===== config.mk =====
export PLATFORM = sky130hd
export DESIGN_NAME = rotary_knob_mode_controller
export DESIGN_NICKNAME = d
export VERILOG_FILES = /design/src/rtl/rkmc_pkg.sv /design/src/rtl/rotary_knob_mode_controller.sv
export SDC_FILE = /design/constraint.sdc
export NUM_CORES = 1
export LEC_CHECK = 0
export BUFFER_PORTS_ARGS = -buffer_cell sky130_fd_sc_hd__buf_2
export CORE_UTILIZATION = 49
export CTS_BUF_LIST = sky130_fd_sc_hd__clkbuf_8 sky130_fd_sc_hd__clkbuf_16
export CTS_CLUSTER_SIZE = 16
export DETAILED_ROUTE_END_ITERATION = 6
export GPL_TIMING_DRIVEN = 0
export PLACE_DENSITY = 0.67
export SLEW_MARGIN = 20
export SYNTH_ARGS = -nofsm -noshare
export SYNTH_HDL_FRONTEND = slang
export SYNTH_SLANG_ARGS = --single-unit
export TNS_END_PERCENT = 100

===== constraint.sdc =====
create_clock -name clock -period 3.55 [get_ports clock]
set_input_delay 1.065 -clock clock [delete_from_list [all_inputs] [get_ports clock]]
set_output_delay 1.065 -clock clock [all_outputs]
set_load 0.1 [all_outputs]

===== src/rtl/rkmc_pkg.sv =====
// Shared constants and item layouts for the rotary knob mode controller.
package rkmc_pkg;

   // Threshold register
   localparam int unsigned THRESH_WIDTH = 16;
   localparam logic [THRESH_WIDTH-1:0] LONG_PRESS_RESET = 16'd1000;

   // Detent step codes, 2-bit two's complement
   localparam logic signed [1:0] STEP_NONE = 2'sb00;
   localparam logic signed [1:0] STEP_CW   = 2'sb01;
   localparam logic signed [1:0] STEP_CCW  = 2'sb11;

   // Mode codes
   localparam logic MODE_SCROLL = 1'b0;
   localparam logic MODE_VOLUME = 1'b1;

   // Input item as packed in req_tdata (last field lowest)
   typedef struct packed {
      logic [4:0] pad;
      logic       button_n;
      logic       enc_b;
      logic       enc_a;
   } req_item_type;

   // Result item as packed in rsp_tdata (last field lowest)
   typedef struct packed {
      logic              pad;
      logic              mode_toggled;
      logic signed [1:0] volume_step;
      logic signed [1:0] scroll_step;
      logic              mute_pulse;
      logic              volume_mode;
   } rsp_item_type;

endpackage


===== src/rtl/rotary_knob_mode_controller.sv =====
// Rotary knob mode controller: encoder decode, long-press mode toggle and mute.
//
// Each req item is one tick sample of the encoder A/B lines and the active-low
// knob button; each produces exactly one rsp item in the next cycle. An item is
// taken every clock (one item per cycle sustained): the decode is a single
// level of compare and increment logic between the knob state registers and
// the result register, and the result register lets a new item in while the
// previous result is still waiting, as long as rsp_tready drains it.
// A press start gives mute in volume mode; a press held for more ticks than the
// threshold register value toggles between scrolling and volume mode once per
// press. A rising edge of A gives +1 with B low and -1 with B high, routed to
// the step of the mode after this tick. The first item after reset only
// captures A. The hold counter is COUNT_WIDTH bits and saturates at its top.
module rotary_knob_mode_controller #(
   parameter int unsigned COUNT_WIDTH = 16
) (
   input  logic        clock,
   input  logic        reset,
   // Input items
   input  logic        req_tvalid,
   output logic        req_tready,
   input  logic [7:0]  req_tdata,   // [0] enc_a, [1] enc_b, [2] button_n, [7:3] zero
   // Result items
   output logic        rsp_tvalid,
   input  logic        rsp_tready,
   output logic [7:0]  rsp_tdata,   // [0] volume_mode, [1] mute_pulse, [3:2] scroll_step,
                                    // [5:4] volume_step, [6] mode_toggled, [7] zero
   // Threshold register write
   input  logic        csr_valid,
   output logic        csr_ready,
   input  logic [15:0] csr_data
);

   localparam int unsigned CMP_WIDTH =
      (COUNT_WIDTH > rkmc_pkg::THRESH_WIDTH) ? COUNT_WIDTH : rkmc_pkg::THRESH_WIDTH;
   localparam logic [COUNT_WIDTH-1:0] COUNT_TOP = {COUNT_WIDTH{1'b1}};

   rkmc_pkg::req_item_type req_item;
   rkmc_pkg::rsp_item_type rsp_item_in, rsp_item_ff;

   logic [rkmc_pkg::THRESH_WIDTH-1:0] thresh_ff, thresh_in;
   logic                   held_ff, held_in;
   logic                   long_done_ff, long_done_in;
   logic [COUNT_WIDTH-1:0] count_ff, count_in;
   logic                   last_a_ff, last_a_in;
   logic                   primed_ff, primed_in;
   logic                   mode_ff, mode_in;
   logic                   rsp_valid_ff, rsp_valid_in;

   logic                   req_accept;
   logic                   mute;
   logic                   toggled;
   logic [COUNT_WIDTH-1:0] count_inc;
   logic signed [1:0]      step;

   assign req_item   = rkmc_pkg::req_item_type'(req_tdata);
   assign req_tready = !rsp_valid_ff || rsp_tready;
   assign req_accept = req_tvalid && req_tready;
   assign csr_ready  = 1'b1;

   // Threshold register
   assign thresh_in = (csr_valid && csr_ready) ? csr_data : thresh_ff;

   // Saturating hold counter
   assign count_inc = (count_ff == COUNT_TOP) ? count_ff : count_ff + 1'b1;

   // Button and mode handling
   always_comb begin
      held_in      = held_ff;
      long_done_in = long_done_ff;
      count_in     = count_ff;
      mode_in      = mode_ff;
      mute         = 1'b0;
      toggled      = 1'b0;
      if (req_item.button_n) begin
         held_in      = 1'b0;
         long_done_in = 1'b0;
         count_in     = '0;
      end else if (!held_ff) begin
         held_in      = 1'b1;
         long_done_in = 1'b0;
         count_in     = '0;
         mute         = (mode_ff == rkmc_pkg::MODE_VOLUME);
      end else begin
         count_in = count_inc;
         if ((CMP_WIDTH'(count_inc) > CMP_WIDTH'(thresh_ff)) && !long_done_ff) begin
            long_done_in = 1'b1;
            mode_in      = !mode_ff;
            toggled      = 1'b1;
         end
      end
   end

   // Encoder decode on rising edge of A
   always_comb begin
      step = rkmc_pkg::STEP_NONE;
      if (primed_ff && req_item.enc_a && !last_a_ff) begin
         step = req_item.enc_b ? rkmc_pkg::STEP_CCW : rkmc_pkg::STEP_CW;
      end
   end
   assign last_a_in = req_item.enc_a;
   assign primed_in = 1'b1;

   // Result assembly
   always_comb begin
      rsp_item_in              = '0;
      rsp_item_in.volume_mode  = mode_in;
      rsp_item_in.mute_pulse   = mute;
      rsp_item_in.scroll_step  = (mode_in == rkmc_pkg::MODE_SCROLL) ? step
                                                                    : rkmc_pkg::STEP_NONE;
      rsp_item_in.volume_step  = (mode_in == rkmc_pkg::MODE_VOLUME) ? step
                                                                    : rkmc_pkg::STEP_NONE;
      rsp_item_in.mode_toggled = toggled;
   end

   assign rsp_valid_in = req_accept || (rsp_valid_ff && !rsp_tready);

   // Control and state registers
   always_ff @(posedge clock) begin
      if (reset) begin
         thresh_ff    <= rkmc_pkg::LONG_PRESS_RESET;
         held_ff      <= 1'b0;
         long_done_ff <= 1'b0;
         count_ff     <= '0;
         last_a_ff    <= 1'b0;
         primed_ff    <= 1'b0;
         mode_ff      <= rkmc_pkg::MODE_SCROLL;
         rsp_valid_ff <= 1'b0;
      end else begin
         thresh_ff    <= thresh_in;
         rsp_valid_ff <= rsp_valid_in;
         if (req_accept) begin
            held_ff      <= held_in;
            long_done_ff <= long_done_in;
            count_ff     <= count_in;
            last_a_ff    <= last_a_in;
            primed_ff    <= primed_in;
            mode_ff      <= mode_in;
         end
      end
   end

   // Result register
   always_ff @(posedge clock) begin
      if (req_accept) begin
         rsp_item_ff <= rsp_item_in;
      end
   end

   assign rsp_tvalid = rsp_valid_ff;
   assign rsp_tdata  = rsp_item_ff;

endmodule


==> summary.txt <==
Die
  – Die Ht: 75.5 µm
  – Width of the die: 75.5 µm
  – I/O pins: 40
  – Std-Cell Rows: 26
  – Initial Util: 0.514
  – Core area: 5140 µm²
  – Die Footprint: 5690 µm²

Power and ir drop
  – Worst vdd ir: 0.272 mV
  – Power density cells: 346 nW/µm²
  – Leakage power: 1.36 nW

Logic synthesis
  – Post-Syn Instances: 300
  – Syn_nets: 346
  – Share of the synthesized area in the top cell type: 0.288
  – Synth cell count leaders: dfxtp_1 (38), nand2_1 (28), nor2_1 (28)
  – Ys async rst share: 0
  – Number of distinct library cells after synthesis: 55
  – Synth top area cells: dfxtp_1 (29%), ha_1 (8.0%), edfxtp_1 (8.0%), mux2i_1 (5.3%), nand2_1 (4.0%)
  – Most frequent cell after synthesis: dfxtp_1
  – Mean Syn Cell Area: 8.81 µm²
  – Mapped cell area: 2640 µm²
  – Leading area contributor after synthesis: dfxtp_1
  – Ys flop type: dfxtp_1
  – EDFF count, synth: 7
  – Seq/Total Area, Yosys: 0.367
  – Yosys warning count: 0
  – #FFs+latches synth: 45

STA
  – Fin. Hold Viols: 0
  – Final hold slack: 0.466 ns
  – Tcrit/Tclk final: 0.945
  – Fmax: 0.298 GHz
  – Post-layout min period: 3.35 ns
  – RSZ-0062 raised after global routing: true
  – Max Slew Vio Count: 0
  – Skew final: 0.0111 ns
  – Final setup fails: 0
  – Actual slew at the worst max-slew pin: 0.828 ns
  – TNS Setup: 0 ns
  – Slew margin rel.: 0.448

Placed design
  – Placed cell area: 2880 µm²
  – Cells after DPL: 400
  – Number of port buffers: 30
  – GPL Wtd Cong: 0.927
  – HPWL after DPL: 4150 µm

Final layout
  – Final std cells w/o fill: 417
  – Antenna Cells: 0
  – Post-layout instance area: 3160 µm²
  – Fin nets: 392
  – Final Core Density: 0.614
  – Layout cells sized above 1: 0.251
  – Area Growth Syn to Fin: 19.4%

Global routing
  – GR Util met3: 0.0410
  – Vias in the first global route: 2039
  – GR met1 Demand/Resource: 0.302
  – GRT overflow: 0
  – First-pass GRT wire length: 9370 µm
  – Grt peak-use layer: met2
  – Met2 Track Usage GR: 0.348
  – Antenna violations before repair: 0
  – GRT Util Overall: 0.224
  – Pin count of the biggest net entering global routing: 17

Worst setup path
  – Worst Path Required: 3.72 ns
  – Crit start category: register
  – Worst Setup SP: count_ff[0]
  – R2r setup slk: 0.20 ns
  – WP data arrival: 3.52 ns
  – Max incr delay on CP: 0.38 ns
  – Crit-path cells: ha_2 -> nand3_4 -> nor3_4 -> and3_2 -> mux2_2 -> ha_1 -> nand4_1 -> nor4_2 -> a21bo_2 -> nand4_4 -> nand3_4 -> inv_4 -> mux2i_1
  – CP max stage cell: dfxtp_4
  – CP endpoint kind: register
  – Critical path type: reg -> reg
  – Crit-path most repeated cell: nand3_4
  – FF-to-FF Start: count_ff[0]
  – Critical-path maximum fanout: 5

Route
  – Wire per inst: 13.8 µm
  – Vias per Instance: 5.34
  – Initial DRC count: 132
  – Final wirelength: 5750 µm
  – Antenna-violating nets left: 0
  – 1st-pass router iterations: 4
  – Detailed-route via count: 2225
  – DRC viols: 0

CTS
  – Clock insertion delay at the later pin of the skew report: 0.31 ns
  – CTS Root Cell: clkbuf_8
  – Bufs on Longest Clock Path: 2
  – TritonCTS clock tree: built
  – H-tree depth: 2
  – CTS Buf Count: 5
  – Hold_buf cts: 0
  – CTS clk-pin slew, worst paths: 0.09 ns
  – Clock sink total: 45

Flow run
  – Max Cap Viol: 0

Run status
  – Outcome: finished, final reports clean

Min path
  – Hold path startpoint: last_a_ff
  – HP Class: reg -> reg
==> layout make-up <==
cell class | count | area (µm²)
Tap cell | 70 | 87.6
Buffer | 18 | 121
Clock buffer | 5 | 68.8
Inverter | 21 | 81.3
Clock inverter | 3 | 42.5
Multi-Input combinational cell | 216 | 1550
Sequential cell | 45 | 983
Timing Repair Buffer | 39 | 218
Fill cell | 488 | 1980
==> cells in the final DEF (no fill, tap or decap), drive strengths merged, types with 8 or more instances in the layout <==
master	instances
a21oi	19
ha	17
nor3	12
dfxtp	38
o211ai	8
nor2	28
mux2i	14
nand2	29
buf	49
nand3	14
inv	21
xnor2	9
clkbuf	12
==> stage by stage <==
| step | worst slack [ns] | power (W) |
|---|---|---|
| 2_1_floorplan | 0.270 | 0.000668 |
| 3_3_place_gp | -0.0874 | 0.000701 |
| 3_5_place_dp | -0.125 | 0.000704 |
| 4_1_cts | 0.113 | 0.00110 |
| 5_1_grt | -0.0449 | 0.00113 |
| 6_report | 0.195 | 0.00109 |
==> worst max-delay path: cells and delay by family (launching register included) <==
family / cells / cell delay [ns]
adder cells (fa/ha/maj): 2 / 0.50
multiplexers: 2 / 0.53
buffers and inverters: 1 / 0.10
AO/OA/AOI/OAI: 1 / 0.28
flip-flops: 1 / 0.38
AND/OR/NAND/NOR: 7 / 1.42
==> power by group <==
| part | leakage [nW] | total, W | switching (W) | internal, W |
|---|---|---|---|---|
| logic | 0.916 | 0.000152 | 0.000108 | 0.0000437 |
| registers | 0.385 | 0.000542 | 0.00000769 | 0.000534 |
| clock network | 0.0595 | 0.000398 | 0.000189 | 0.000209 |
==> what timing repair did <==
action | CTS | global route
endpoints found under the setup margin | 6 | 6
buffers inserted | 0 | 9
resized for setup | 3 | 22
endpoints found under the hold margin | 0 | 0
pin swaps | 1 | 7
==> registers in the layout (all words and copies together), names as in the netlist <==
register      cells
primed_ff         1
long_done_ff      1
held_ff           1
mode_ff           1
count_ff         16
thresh_ff        16
rsp_tdata         7
last_a_ff         1
rsp_tvalid        1
==> cells by family after synthesis <==
family | count (synthesis) | synth area share
xor gates and xnor gates | 13 | 0.0431
buffers and inverters | 39 | 0.0719
and+or+nand+nor | 111 | 0.227
muxes | 17 | 0.0658
adders and majority gates | 17 | 0.0805
AOI/OAI and AO/OA | 56 | 0.142
other | 2 | 0.00284
DFF | 45 | 0.367
==> per-layer routing <==
metal,share of wire,routed length (µm),up-vias
li1,-,-,1146
met2,0.47,2710,33
met5,0,0,-
met3,0.032,186,10
met4,0.020,116,0
met1,0.48,2740,1036
==> worst paths after layout <==
kind,to,depth (start not counted)
max,rsp_tdata[5],13
min reg2reg,last_a_ff,2
min,last_a_ff,2
max reg2reg,rsp_tdata[5],13
Power figures use the tool's default switching activity.
